[src/sv/cts_pkg.sv]
// ============================================================================
// cts_pkg
// Shared types and constants for the closest-to-target window selector.
// ============================================================================
package cts_pkg;

  localparam int SAMPLE_WIDTH = 24;
  localparam int ERR_WIDTH    = SAMPLE_WIDTH + 1;
  localparam int COUNT_WIDTH  = 16;
  localparam int TIME_WIDTH   = 32;
  localparam int CFG_WIDTH    = 32;
  localparam int CFG_IDX_W    = 2;

  localparam logic [COUNT_WIDTH-1:0] COUNT_MAX = {COUNT_WIDTH{1'b1}};

  typedef enum logic [1:0] {
    OP_PUSH    = 2'd0,
    OP_TAKE    = 2'd1,
    OP_RESTART = 2'd2
  } op_t;

  typedef enum logic [CFG_IDX_W-1:0] {
    REG_TARGET = 2'd0,
    REG_LIMIT  = 2'd1,
    REG_PERIOD = 2'd2
  } reg_idx_t;

  typedef struct packed {
    logic [1:0]              op;
    logic [SAMPLE_WIDTH-1:0] sample;
    logic [TIME_WIDTH-1:0]   now_ms;
  } item_t;

  typedef struct packed {
    logic                    done_res;
    logic [SAMPLE_WIDTH-1:0] value;
    logic                    ready_res;
    logic                    holds_sample;
  } result_t;

  typedef struct packed {
    logic valid;
    logic advance;
  } flow_t;

endpackage

[src/sv/cts_in_stage.sv]
// ============================================================================
// cts_in_stage
// Input register for requests; holds one request until the core takes it.
// ============================================================================
module cts_in_stage (
  input  logic                 clk,
  input  logic                 rst,
  input  logic                 in_valid,
  output logic                 in_stall,
  input  cts_pkg::item_t       item_in,
  input  logic                 advance,
  output cts_pkg::flow_t       flow,
  output cts_pkg::item_t       item_q
);

  logic valid_q;

  assign in_stall     = valid_q && !advance;
  assign flow.valid   = valid_q;
  assign flow.advance = advance;

  always_ff @(posedge clk) begin
    if (rst) begin
      valid_q <= 1'b0;
    end else if (!in_stall) begin
      valid_q <= in_valid;
    end
    if (in_valid && !in_stall) begin
      item_q <= item_in;
    end
  end

endmodule

[src/sv/cts_select_core.sv]
// ============================================================================
// cts_select_core
// Window state, configuration registers and the per-request update logic.
// ============================================================================
module cts_select_core (
  input  logic                                clk,
  input  logic                                rst,
  input  cts_pkg::flow_t                      flow,
  input  cts_pkg::item_t                      item,
  input  logic                                cfg_valid,
  input  logic [cts_pkg::CFG_IDX_W-1:0]       cfg_index,
  input  logic [cts_pkg::CFG_WIDTH-1:0]       cfg_data,
  output cts_pkg::result_t                    result
);

  logic signed [cts_pkg::SAMPLE_WIDTH-1:0] target_value;
  logic [cts_pkg::COUNT_WIDTH-1:0]         count_limit;
  logic [cts_pkg::TIME_WIDTH-1:0]          period_length;

  logic [cts_pkg::TIME_WIDTH-1:0]          window_start, window_start_next;
  logic [cts_pkg::SAMPLE_WIDTH-1:0]        best_sample, best_sample_next;
  logic [cts_pkg::ERR_WIDTH-1:0]           best_error, best_error_next;
  logic [cts_pkg::COUNT_WIDTH-1:0]         sample_counter, sample_counter_next;
  logic                                    any_sample, any_sample_next;
  logic                                    ready_flag, ready_flag_next;

  logic signed [cts_pkg::ERR_WIDTH-1:0]    diff;
  logic [cts_pkg::ERR_WIDTH-1:0]           err;
  logic [cts_pkg::TIME_WIDTH-1:0]          elapsed;
  logic                                    expired;
  logic                                    done;
  logic                                    fire;

  assign fire = flow.valid && flow.advance;

  always_comb begin
    diff = $signed({item.sample[cts_pkg::SAMPLE_WIDTH-1], item.sample})
         - $signed({target_value[cts_pkg::SAMPLE_WIDTH-1], target_value});
    err  = diff[cts_pkg::ERR_WIDTH-1] ? cts_pkg::ERR_WIDTH'(-diff) : diff;
  end

  always_comb begin
    window_start_next   = window_start;
    best_sample_next    = best_sample;
    best_error_next     = best_error;
    sample_counter_next = sample_counter;
    any_sample_next     = any_sample;
    ready_flag_next     = ready_flag;
    done                = 1'b0;
    elapsed             = '0;
    expired             = 1'b0;

    case (cts_pkg::op_t'(item.op))
      cts_pkg::OP_PUSH: begin
        if (!any_sample && sample_counter == '0) begin
          window_start_next = item.now_ms;
        end
        if (!any_sample || err < best_error) begin
          best_sample_next = item.sample;
          best_error_next  = err;
        end
        any_sample_next = 1'b1;
        if (sample_counter != cts_pkg::COUNT_MAX) begin
          sample_counter_next = sample_counter + cts_pkg::COUNT_WIDTH'(1'b1);
        end
        elapsed = item.now_ms - window_start_next;
        expired = (count_limit != '0 && sample_counter_next >= count_limit)
               || (period_length != '0 && elapsed >= period_length);
        if (expired) begin
          ready_flag_next = 1'b1;
          done            = 1'b1;
        end
      end
      cts_pkg::OP_TAKE: begin
        if (ready_flag) begin
          done                = 1'b1;
          window_start_next   = window_start + period_length;
          best_sample_next    = '0;
          best_error_next     = '1;
          sample_counter_next = '0;
          any_sample_next     = 1'b0;
          ready_flag_next     = 1'b0;
        end
      end
      cts_pkg::OP_RESTART: begin
        window_start_next   = item.now_ms;
        best_sample_next    = '0;
        best_error_next     = '1;
        sample_counter_next = '0;
        any_sample_next     = 1'b0;
        ready_flag_next     = 1'b0;
      end
      default: begin
      end
    endcase

    result.done_res     = done;
    // a take that delivers reports the best before the take clears the window
    result.value        = (done && item.op == cts_pkg::OP_TAKE) ? best_sample
                                                                : best_sample_next;
    result.ready_res    = ready_flag_next;
    result.holds_sample = any_sample_next;
  end

  always_ff @(posedge clk) begin
    if (rst) begin
      target_value   <= '0;
      count_limit    <= '0;
      period_length  <= '0;
      window_start   <= '0;
      best_sample    <= '0;
      best_error     <= '1;
      sample_counter <= '0;
      any_sample     <= 1'b0;
      ready_flag     <= 1'b0;
    end else begin
      if (cfg_valid) begin
        unique case (cfg_index)
          cts_pkg::REG_TARGET: target_value  <= cfg_data[cts_pkg::SAMPLE_WIDTH-1:0];
          cts_pkg::REG_LIMIT:  count_limit   <= cfg_data[cts_pkg::COUNT_WIDTH-1:0];
          cts_pkg::REG_PERIOD: period_length <= cfg_data[cts_pkg::TIME_WIDTH-1:0];
          default: begin
          end
        endcase
      end
      if (fire) begin
        window_start   <= window_start_next;
        best_sample    <= best_sample_next;
        best_error     <= best_error_next;
        sample_counter <= sample_counter_next;
        any_sample     <= any_sample_next;
        ready_flag     <= ready_flag_next;
      end
    end
  end

endmodule

[src/sv/cts_out_stage.sv]
// ============================================================================
// cts_out_stage
// Result register; loads a new result whenever it is empty or being taken.
// ============================================================================
module cts_out_stage (
  input  logic               clk,
  input  logic               rst,
  input  logic               item_valid,
  input  cts_pkg::result_t   result_in,
  output logic               advance,
  output logic               out_valid,
  input  logic               out_stall,
  output cts_pkg::result_t   result_q
);

  assign advance = !out_valid || !out_stall;

  always_ff @(posedge clk) begin
    if (rst) begin
      out_valid <= 1'b0;
    end else if (advance) begin
      out_valid <= item_valid;
    end
    if (advance && item_valid) begin
      result_q <= result_in;
    end
  end

endmodule

[src/sv/closest_to_target_window_select.sv]
// ============================================================================
// closest_to_target_window_select
// Keeps the sample closest to a target over a window bounded by count and time.
// ============================================================================
//
//  Channel   Handshake              Payload
//  -------   ---------------------  ----------------------------------------
//  in        in_valid / in_stall    op, sample, now_ms
//  out       out_valid / out_stall  done_res, value, ready_res, holds_sample
//  cfg       cfg_valid / cfg_ready  cfg_index, cfg_data
//
//  One request per cycle while in_stall is low; an accepted request is held
//  in the input register, then its result in the output register until taken.
//  The core updates the window state as each result loads into the output.
//  Synchronous reset clears all window state and configuration.
//  in_stall rises only while a result waits in the output register under
//  out_stall and a request already sits in the input register.
//  cfg_ready is always high.
//
module closest_to_target_window_select (
  input  logic                                clk,
  input  logic                                rst,
  input  logic                                in_valid,
  output logic                                in_stall,
  input  logic [1:0]                          op,
  input  logic signed [cts_pkg::SAMPLE_WIDTH-1:0] sample,
  input  logic [cts_pkg::TIME_WIDTH-1:0]      now_ms,
  output logic                                out_valid,
  input  logic                                out_stall,
  output logic                                done_res,
  output logic signed [cts_pkg::SAMPLE_WIDTH-1:0] value,
  output logic                                ready_res,
  output logic                                holds_sample,
  input  logic                                cfg_valid,
  output logic                                cfg_ready,
  input  logic [cts_pkg::CFG_IDX_W-1:0]       cfg_index,
  input  logic [cts_pkg::CFG_WIDTH-1:0]       cfg_data
);

  cts_pkg::item_t   item_in;
  cts_pkg::item_t   item_q;
  cts_pkg::flow_t   flow;
  cts_pkg::result_t result;
  cts_pkg::result_t result_q;
  logic             advance;

  assign item_in.op     = op;
  assign item_in.sample = sample;
  assign item_in.now_ms = now_ms;
  assign cfg_ready      = 1'b1;

  cts_in_stage u_in (
    .clk      (clk),
    .rst      (rst),
    .in_valid (in_valid),
    .in_stall (in_stall),
    .item_in  (item_in),
    .advance  (advance),
    .flow     (flow),
    .item_q   (item_q)
  );

  cts_select_core u_core (
    .clk       (clk),
    .rst       (rst),
    .flow      (flow),
    .item      (item_q),
    .cfg_valid (cfg_valid && cfg_ready),
    .cfg_index (cfg_index),
    .cfg_data  (cfg_data),
    .result    (result)
  );

  cts_out_stage u_out (
    .clk        (clk),
    .rst        (rst),
    .item_valid (flow.valid),
    .result_in  (result),
    .advance    (advance),
    .out_valid  (out_valid),
    .out_stall  (out_stall),
    .result_q   (result_q)
  );

  assign done_res     = result_q.done_res;
  assign value        = result_q.value;
  assign ready_res    = result_q.ready_res;
  assign holds_sample = result_q.holds_sample;

  // a delivering take reports the old best after the window has emptied
  a_empty_value_zero: assert property (@(posedge clk) disable iff (rst)
    out_valid && !holds_sample && !done_res |-> value == '0)
    else $error("empty window reported a nonzero value");

  a_stall_only_on_backpressure: assert property (@(posedge clk) disable iff (rst)
    in_stall |-> out_valid && out_stall)
    else $error("input stalled without output backpressure");

  a_fire_loads_result: assert property (@(posedge clk) disable iff (rst)
    flow.valid && advance |=> out_valid)
    else $error("processed request produced no result");

  a_push_done_has_sample: assert property (@(posedge clk) disable iff (rst)
    out_valid && done_res && ready_res |-> holds_sample)
    else $error("expiry reported on an empty window");

endmodule

[config.mk]
export PLATFORM = sky130hd
export DESIGN_NAME = closest_to_target_window_select
export DESIGN_NICKNAME = d
export VERILOG_FILES = /design/src/sv/cts_pkg.sv /design/src/sv/cts_in_stage.sv /design/src/sv/cts_select_core.sv /design/src/sv/cts_out_stage.sv /design/src/sv/closest_to_target_window_select.sv
export SDC_FILE = /design/constraint.sdc
export NUM_CORES = 1
export LEC_CHECK = 0
export ABC_CLOCK_PERIOD_IN_PS = 6980
export BUFFER_PORTS_ARGS = -buffer_cell sky130_fd_sc_hd__buf_4
export CAP_MARGIN = 20
export CORE_MARGIN = 1.5
export CORE_UTILIZATION = 48
export CTS_BUF_LIST = sky130_fd_sc_hd__clkbuf_8
export DETAILED_ROUTE_END_ITERATION = 10
export GPL_TIMING_DRIVEN = 0
export PLACE_DENSITY = 0.66
export REMOVE_ABC_BUFFERS = 1
export SYNTH_ARGS = -nofsm -noshare
export SYNTH_HDL_FRONTEND = slang
export SYNTH_SLANG_ARGS = --single-unit
[constraint.sdc]
create_clock -name clk -period 6.98 [get_ports clk]
set_clock_uncertainty 0.15 [all_clocks]
set_input_delay 0.349 -clock clk [delete_from_list [all_inputs] [get_ports clk]]
set_output_delay 0.349 -clock clk [all_outputs]
set_load 0.1 [all_outputs]
==> out/metrics.yaml, run 1 <==
outcome: "finished, final reports clean"
finalHoldViolCount: 0
fillCellCount: 3091
grt_overflow: 0
synth_compound_area_share_pct: 23.9
grtUsageTotal_pct: 27.5
synth_edf_count: 85
vias: 15800
wl_per_cell_um: 18.7
leakagePower_uw: 0.00886
synth_top_family_by_area: "compound AO/OA/AOI/OAI gates"
finalWirelength_um: 51400
drtIter0Drc: 1208
cp.required_ns: 7.22
dp_slack_ns: -1.67
cts_sinks: 258
grt_max_degree: 123
cts_tree: "built"
drt-vias-per-instance: 5.77
clk_latency_ns: 0.64
start_util_pct: 48.7
rows: 69
hp-class: "input port to flip-flop"
clk_pin_slew_worst_paths_ns: 0.06
die_area_sq_um: 37100
clock.fmax_ghz: 0.150
drc: 0
ctsRootBufferMaster: "clkbuf_8"
antenna_found_initial: 0
synth_seq_cells: 258
core-area_sq_um: 35500
synth_top_area_share_pct: 20.0
yosys_warnings: 0
n_antenna_cell: 0
final_net_count: 2500
drive_gt1_share_pct: 13.0
synth-main-ff-cell: "dfxtp_1"
final_max_slew_viol_count: 0
setup_viol: 0
p_total_uw: 4480
period_needed_ns: 6.66
layout_setup_ws_ns: 0.324
ctsLongestPathBuffers: 3
synthXorXnorAreaFrac_pct: 5.53
ys_seq_area_share_pct: 34.8
cp_slowest_stage_delay_ns: 0.40
hold_depth: 4
die_w_um: 193
critical_path_class: "flip-flop to flip-flop"
numCtsBuffers: 47
dr.pass1.iters: 5
synthAdderAreaFrac_pct: 11.9
yosysTopAreaCell: "dfxtp_1"
yosys-top-cells-count: "235 x nand2_1, 207 x a21oi_1, 173 x dfxtp_1, 160 x ha_1, 145 x nor2_1"
synthArstFlopShare_pct: 0
fin_crit_sh_pct: 95.4
tightest_slew_ns: 1.11
hpwl_um: 36200
gp_congestion: 0.889
grt_pass1_wl_um: 80000
crit_fanout: 12
die_y_um: 193
endpoint_kind: "flip-flop"
grt_pass1_vias: 15400
syn-instance-count: 2011
ys_types: 92
yosys.area_share.simple_pct: 16.7
synthMuxAreaShare_pct: 1.98
design.portCount: 127
maxCapViolations: 0
syn_area_sq_um: 17300
port_buffers: 125
area_growth_pct: 22.6
reg2reg_depth: 30
critPathMostFrequentCell: "a31o_2"
max_slew_margin_pct: 26.1
ctsHtreeMaxLevel: 2
ys_top_cells_by_area: "dfxtp_1 20%, edfxtp_1 15%, ha_1 12%, a21oi_1 6.0%, nand2_1 5.1%"
cp.arrival_ns: 6.90
synth_most_common_cell: "nand2_1"
ir_drop_mv: 0.182
powerDensity_nw_per_um2: 211
postRouteAntennaNets: 0
cpMaxStageDelayCell: "dfxtp_1"
start_kind: "flip-flop"
synth_area_per_cell_sq_um: 8.59
[sequential cells by signal (all words and copies together), names as in the netlist]
register / cells
u_in.item_q: 58
u_core.best_sample: 24
u_core.period_length: 32
u_core.best_error: 25
u_core.count_limit: 16
u_core.any_sample: 1
u_in.valid_q: 1
u_core.sample_counter: 16
u_core.window_start: 32
u_out.result_q: 27
u_core.target_value: 24
u_core.ready_flag: 1
u_out.out_valid: 1
[critical path, delay by kind of cell, from the launching register on]
kind	cells	cell delay, ns
AO/OA/AOI/OAI	16	3.10
AND/OR/NAND/NOR	5	1.16
buffers and inverters	5	0.76
adder cells (fa/ha/maj)	2	0.44
flip-flops	1	0.40
multiplexers	1	0.28
XOR/XNOR	1	0.09
[worst paths after layout]
path / slack (ns) / start / end
worst max-delay path: 0.32 / u_core.sample_counter[3] / u_out.result_q[1]
worst min-delay path: 0.09 / cfg_valid / u_core.target_value[23]
worst max register to register: 0.32 / u_core.sample_counter[3] / u_out.result_q[1]
worst min register to register: 0.30 / u_core.target_value[3] / u_core.target_value[3]
[stage by stage]
step	setup TNS (ns)	hold slack, ns	std cells	area [sq um]	utilization, %
floorplan	0	0.268	1922	16900	-
global placement	-67.39	0.295	2508	18400	51.8
detailed placement	-41.92	0.297	2520	18700	52.6
CTS	0	0.0488	2719	20900	58.8
global route	-0.0183	0.104	2740	21200	59.7
finish	0	0.0899	2740	21200	59.7
[timing repair]
action                     4_1_cts  5_1_grt
hold buffers                   105        0
setup endpoints to repair       27       48
cloned                           1        2
pin swaps                        6        8
resized for setup               18       29
hold endpoints to repair       166        0
buffers inserted                 6       19
[power breakdown]
group	internal [uW]	total (uW)	switching, uW
clock	840	1530	691
sequential	1620	1680	59.7
combinational	530	1260	731
total	2990	4480	1480
[cell type report]
class | instances | area [sq um] | share of cell area, %
clock buffers | 52 | 716 | 3.38
clock inverters | 35 | 277 | 1.31
inverters | 130 | 488 | 2.30
multi-input cells | 1536 | 10700 | 50.3
flip-flops and latches | 258 | 6020 | 28.4
well taps | 461 | 577 | 2.72
repair buffers | 268 | 2460 | 11.6
[cell usage in the layout (no fill, tap or decap), types with 62 or more instances in the layout]
master | synthesis | routed
a21oi_1 | 207 | 206
dfxtp_1 | 173 | 173
nor2_1 | 145 | 143
o21ai_0 | 75 | 70
ha_1 | 160 | 154
buf_4 | 3 | 148
edfxtp_1 | 85 | 85
nand2_1 | 235 | 234
xnor2_1 | 70 | 70
a21o_1 | 63 | 62
inv_1 | 130 | 139
dlygate4sd3_1 | 0 | 105
[routing by layer]
| metal | vias to the layer above | track usage [%] | share of wire (%) |
|---|---|---|---|
| met5 | - | 0 | 0 |
| met1 | 7440 | 33.3 | 43 |
| met4 | 0 | 12.8 | 3.8 |
| met3 | 109 | 3.62 | 5.0 |
| li1 | 7811 | - | - |
| met2 | 460 | 48.1 | 49 |
[kinds of logic after synthesis]
kind of cell,after synthesis
adders and majority gates,163
and+or+nand+nor,609
other,1
muxes,34
AOI/OAI and AO/OA,618
DFF,258
xor gates and xnor gates,109
buffers and inverters,219
No activity file was read; power rests on OpenSTA's default activity.
==> run 2, diff against run 1 <==
--- a/config.mk
+++ b/config.mk
@@ -12,7 +12,6 @@
 export CORE_UTILIZATION = 48
 export CTS_BUF_LIST = sky130_fd_sc_hd__clkbuf_8
 export DETAILED_ROUTE_END_ITERATION = 10
-export GPL_TIMING_DRIVEN = 0
 export PLACE_DENSITY = 0.66
 export REMOVE_ABC_BUFFERS = 1
 export SYNTH_ARGS = -nofsm -noshare
==> run 2 against run 1 <==
Effect of this change: critical path depth is the same; non-clock buffer count shrank 23; count of clock-buffer cells in the layout grew 4; critical endpoint is now u_out.result_q[7]; largest cell class unchanged.
==> out/metrics.yaml, run 2 (synthesis gave the netlist of run 1 again) <==
drtIter0Drc: 1504
grt_overflow: 0
start_kind: "flip-flop"
tightest_slew_ns: 1.10
leakagePower_uw: 0.00867
whs_ns: 0.0405
maxCapViolations: 0
drc: 0
finalHoldViolCount: 0
finalWirelength_um: 51900
gp_congestion: 0.948
cts_tree: "built"
largest_reg_flops: 58
ctsRootBufferMaster: "clkbuf_8"
cts_sinks: 258
ctsHtreeMaxLevel: 2
hp-class: "input port to flip-flop"
ir_drop_mv: 0.173
die_area_sq_um: 37100
p_total_uw: 4350
fin_crit_sh_pct: 93.8
area_growth_pct: 19.2
die_w_um: 193
dr.pass1.iters: 6
fin_cells: 2715
grt_max_degree: 92
n_antenna_cell: 0
period_needed_ns: 6.55
grt_pass1_wl_um: 80800
clock.fmax_ghz: 0.153
cp_slowest_stage_delay_ns: 0.35
max_slew_margin_pct: 26.8
numCtsBuffers: 47
powerDensity_nw_per_um2: 211
vias: 16100
postRouteAntennaNets: 0
drive_gt1_share_pct: 11.4
critical_path_class: "flip-flop to flip-flop"
hpwl_um: 37100
setup_viol: 0
design.portCount: 127
layout_commonest_cell: "nand2_1"
ctsLongestPathBuffers: 3
cp.required_ns: 7.35
drt-vias-per-instance: 5.92
fillCellCount: 3192
top_register: "u_in.item_q"
endpoint_kind: "flip-flop"
grt_pass1_vias: 15600
core-area_sq_um: 35500
clk_pin_slew_worst_paths_ns: 0.06
reg2reg_setup_slack_ns: 0.43
die_y_um: 193
clk_latency_ns: 0.66
port_buffers: 125
fin_area_sq_um: 20600
top_regs: "u_in.item_q (58), u_core.period_length (32), u_core.window_start (32)"
cp.arrival_ns: 6.92
outcome: "finished, final reports clean"
postPlaceCellArea_sq_um: 18600
grtUsageTotal_pct: 27.9
final_cell_mix: "235 x nand2_1, 207 x a21oi_1, 173 x dfxtp_1, 159 x ha_1, 150 x buf_4"
tns_ns: 0
rows: 69
final_net_count: 2475
cpMaxStageDelayCell: "dfxtp_1"
start_util_pct: 48.7
crit_fanout: 24
placed_cells: 2534
final_max_slew_viol_count: 0
wl_per_cell_um: 19.1
antenna_found_initial: 0
## run 2: cell count changes in the layout (fill, tap and decap cells not counted), moves of 3 or more
cell / previous run / this run
bufinv_16: 4 / 1
ha_4: 3 / 0
ha_1: 154 / 159
inv_1: 139 / 149
clkbuf_8: 52 / 56
dlygate4sd3_1: 105 / 92
a21o_4: 3 / 0
clkinv_2: 9 / 4
buf_8: 3 / 0
buf_16: 4 / 0
clkinvlp_4: 3 / 0
buf_12: 5 / 2
## run 2: final timing paths
path / endpoint / depth (start not counted) / start
setup / recovery: u_out.result_q[7] / 30 / u_core.sample_counter[0]
hold / removal: u_core.period_length[13] / 4 / cfg_valid
setup reg to reg: u_out.result_q[7] / 30 / u_core.sample_counter[0]
hold reg to reg: u_core.target_value[7] / 2 / u_core.target_value[7]
## run 2: power breakdown
part / leakage [uW] / internal, uW / switching (uW)
clock: 0.000568 / 778 / 691
combinational: 0.00587 / 491 / 707
sequential: 0.00222 / 1630 / 61.4
total: 0.00867 / 2890 / 1460
## run 2: critical path, delay by kind of cell, from the launching register on
kind	cells	cell delay (ns)
AO/OA/AOI/OAI	17	3.31
AND/OR/NAND/NOR	4	0.85
adder cells (fa/ha/maj)	3	0.77
buffers and inverters	4	0.58
flip-flops	1	0.35
multiplexers	1	0.24
XOR/XNOR	1	0.15
## run 2: repair_timing
| action | 4_1_cts | 5_1_grt |
|---|---|---|
| hold buffers | 92 | 0 |
| pin swaps | 1 | 1 |
| gates resized for setup | 1 | 17 |
| endpoints found under the hold margin | 132 | 0 |
| buffers inserted | 2 | 0 |
| setup endpoints to repair | 27 | 27 |
## run 2: stage by stage
step           setup WS [ns]  utilization (%)
3_3_place_gp          0.0929             52.5
3_5_place_dp          -0.115             52.5
6_report               0.433             58.1
5_1_grt             -0.00619             58.1
4_1_cts               0.0229             57.9
2_1_floorplan         0.0130                -
## run 2: metal layers
| layer | wire, um | vias up | part of all wire, % | global-route usage [%] |
|---|---|---|---|---|
| met5 | 0 | - | 0 | 0 |
| met4 | 1930 | 0 | 3.7 | 12.6 |
| met3 | 2850 | 119 | 5.5 | 3.86 |
| met2 | 25600 | 533 | 49 | 49.9 |
| met1 | 21400 | 7663 | 41 | 32.8 |
| li1 | - | 7763 | - | - |
## run 2: final cells by class
class	count	area, sq um	area share (%)
clock buffer	56	771	3.74
clock inverter	31	189	0.917
inverter	130	488	2.37
multi-input combinational	1534	10500	50.8
sequential	258	6020	29.2
tap	461	577	2.80
timing repair buffer	245	2100	10.2
==> run 3, diff against run 2 <==
--- a/config.mk
+++ b/config.mk
@@ -5,7 +5,7 @@
 export SDC_FILE = /design/constraint.sdc
 export NUM_CORES = 1
 export LEC_CHECK = 0
-export ABC_CLOCK_PERIOD_IN_PS = 6980
+export ABC_CLOCK_PERIOD_IN_PS = 6600
 export BUFFER_PORTS_ARGS = -buffer_cell sky130_fd_sc_hd__buf_4
 export CAP_MARGIN = 20
 export CORE_MARGIN = 1.5
@@ -16,4 +16,5 @@
 export REMOVE_ABC_BUFFERS = 1
 export SYNTH_ARGS = -nofsm -noshare
 export SYNTH_HDL_FRONTEND = slang
+export SYNTH_HIERARCHICAL = 1
 export SYNTH_SLANG_ARGS = --single-unit
==> constraint.sdc (replaced) <==
create_clock -name clk -period 6.6 [get_ports clk]
set_clock_uncertainty 0.15 [all_clocks]
set_input_delay 0.33 -clock clk [delete_from_list [all_inputs] [get_ports clk]]
set_output_delay 0.33 -clock clk [all_outputs]
set_load 0.1 [all_outputs]
==> run 3 against run 2 <==
Effect of this change: the flow now finishes with violations (negative setup slack); first-iteration DRC count decreased by 13%; utilization increased by 1.6 points; register-to-register slack got worse by 0.47 ns; worst hold slack improved by 0.025 ns; design area increased by 5.5%; critical path depth increased by 1; worst setup slack got worse by 0.47 ns; global-route usage decreased by 0.057 points; critical endpoint is now u_out/result_q[13]; largest cell class unchanged.
==> out/metrics.yaml, run 3 <==
outcome: "finished, violations left"
violations: "negative setup slack"
vias: 17000
final_max_slew_viol_count: 0
ys_top_cells_by_area: "dfxtp_1 20%, edfxtp_1 14%, ha_1 11%, nand2_1 6.5%, a21oi_1 5.5%"
ys_seq_area_share_pct: 34.0
design.portCount: 127
cp.arrival_ns: 6.98
top_register: "u_in/item_q"
core-area_sq_um: 36400
rows: 70
clk_pin_slew_worst_paths_ns: 0.06
largest_reg_flops: 58
hp-class: "input port to flip-flop"
synth_top_family_by_area: "compound AO/OA/AOI/OAI gates"
yosys-top-cells-count: "306 x nand2_1, 194 x a21oi_1, 173 x dfxtp_1, 160 x ha_1, 143 x nor2_1"
synthXorXnorAreaFrac_pct: 5.05
whs_ns: 0.0652
drc: 0
final_net_count: 2649
drt-vias-per-instance: 5.87
area_growth_pct: 23.0
synth_top_area_share_pct: 19.6
final_cell_mix: "306 x nand2_1, 220 x buf_4, 190 x a21oi_1, 171 x dfxtp_1, 157 x ha_1"
powerDensity_nw_per_um2: 216
grt_max_degree: 59
period_needed_ns: 6.63
layout_commonest_cell: "nand2_1"
postRouteAntennaNets: 0
hpwl_um: 38500
clk_latency_ns: 0.63
p_total_uw: 4690
cts_sinks: 258
ys_types: 86
grt_overflow: 0
ir_drop_mv: 0.142
ctsLongestPathBuffers: 3
ctsRootBufferMaster: "clkbuf_8"
cp.required_ns: 6.94
crit_fanout: 6
syn_area_sq_um: 17700
tightest_slew_ns: 1.04
start_util_pct: 48.5
dr.pass1.iters: 7
antenna_found_initial: 0
grtUsageTotal_pct: 27.8
setup_viol: 12
cp_slowest_stage_delay_ns: 0.41
critical_path_class: "flip-flop to flip-flop"
numCtsBuffers: 47
finalHoldViolCount: 0
fillCellCount: 3237
yosys.area_share.simple_pct: 18.9
ctsHtreeMaxLevel: 2
gp_congestion: 0.955
endpoint_kind: "flip-flop"
synth_area_per_cell_sq_um: 8.32
synth_edf_count: 85
dp_slack_ns: -0.178
fin_cells: 2896
synth_seq_cells: 258
tns_ns: -0.291
synth_compound_area_share_pct: 23.6
maxCapViolations: 0
grt_pass1_vias: 16200
die_area_sq_um: 38000
top_regs: "u_in/item_q (58), u_core/period_length (32), u_core/window_start (32)"
die_y_um: 195
critPathMostFrequentCell: "a21o_1"
drtIter0Drc: 1308
synth-main-ff-cell: "dfxtp_1"
drive_gt1_share_pct: 14.5
synthArstFlopShare_pct: 0
cts_tree: "built"
syn-instance-count: 2124
rsz0062_at_grt: "true"
clock.fmax_ghz: 0.151
layout_setup_ws_ns: -0.0340
grt_pass1_wl_um: 84300
n_antenna_cell: 0
leakagePower_uw: 0.00932
synthAdderAreaFrac_pct: 11.6
max_slew_margin_pct: 30.3
finalWirelength_um: 54300
start_kind: "flip-flop"
port_buffers: 125
wl_per_cell_um: 18.8
synth_most_common_cell: "nand2_1"
synthMuxAreaShare_pct: 1.76
yosys_warnings: 6
fin_crit_sh_pct: 101
yosysTopAreaCell: "dfxtp_1"
die_w_um: 195
cpMaxStageDelayCell: "a2111o_1"
placed_cells: 2703
==> run 3: cell count changes after synthesis, sizes merged, moves of 6 or more <==
cell and change:
a211oi +7, nand2 +71, a21o +6, a31oi -12, a21oi -15, a2111oi -7
o21ai +19, o21bai -8, nand2b -6, nor3 +17, clkbuf +11, nand3 +21
xor2 -9
==> run 3: path summary, 6_finish.rpt <==
check | to | slack, ns | depth (start not counted) | start
worst max-delay path | u_out/result_q[13] | -0.03 | 31 | u_core/sample_counter[1]
worst min-delay path | u_core/sample_counter[11] | 0.07 | 2 | rst
worst max register to register | u_out/result_q[13] | -0.03 | 31 | u_core/sample_counter[1]
worst min register to register | u_core/target_value[1] | 0.30 | 2 | u_core/target_value[1]
==> run 3: critical path, delay by kind of cell, from the launching register on <==
family | cells | cell delay (ns)
AND/OR/NAND/NOR | 3 | 0.70
multiplexers | 1 | 0.24
AO/OA/AOI/OAI | 18 | 3.64
flip-flops | 1 | 0.32
buffers and inverters | 5 | 0.76
adder cells (fa/ha/maj) | 3 | 0.58
XOR/XNOR | 1 | 0.10
==> run 3: cells by family (layout without fill, tap and decap cells) <==
logic type	Yosys count	in the layout
flip-flops	258	258
AND/OR/NAND/NOR	712	712
multiplexers	31	31
AO/OA/AOI/OAI	626	626
other	1	1
adder cells (fa/ha/maj)	162	162
buffers and inverters	232	536
XOR/XNOR	102	102
==> run 3: metal layers <==
layer  share of wire [%]  track usage (%)
met5                   0                0
met4                 3.9             12.3
met3                 6.5             5.69
met2                  48             47.1
met1                  42             34.0
==> run 3: final cells by class <==
type                       count  area (sq um)  area share [%]
multi-input combinational   1634         11000            50.4
sequential                   258          6020            27.7
inverter                     130           488            2.24
clock inverter                29           178           0.817
tap                          468           586            2.69
clock buffer                  58           798            3.67
timing repair buffer         319          2710            12.5
==> run 3: what timing repair did <==
item,in CTS,in global routing
setup endpoints to repair,24,50
hold buffers,92,0
endpoints found under the hold margin,132,0
resized for setup,7,32
pin swaps,4,48
cloned,1,2
buffers inserted,1,10
==> run 3: power by group <==
part	internal, uW	leakage [uW]	total, uW	switching [uW]
registers	1720	0.00222	1780	67.2
clock network	872	0.000580	1580	709
logic	562	0.00651	1320	761
total	3150	0.00932	4690	1540
==> run 3: per-stage QoR <==
stage / utilization [%] / area (sq um)
floorplan: - / 17300
CTS: 58.9 / 21500
global route: 59.7 / 21700
finish: 59.7 / 21700
global placement: 53.6 / 19500
detailed placement: 53.6 / 19500
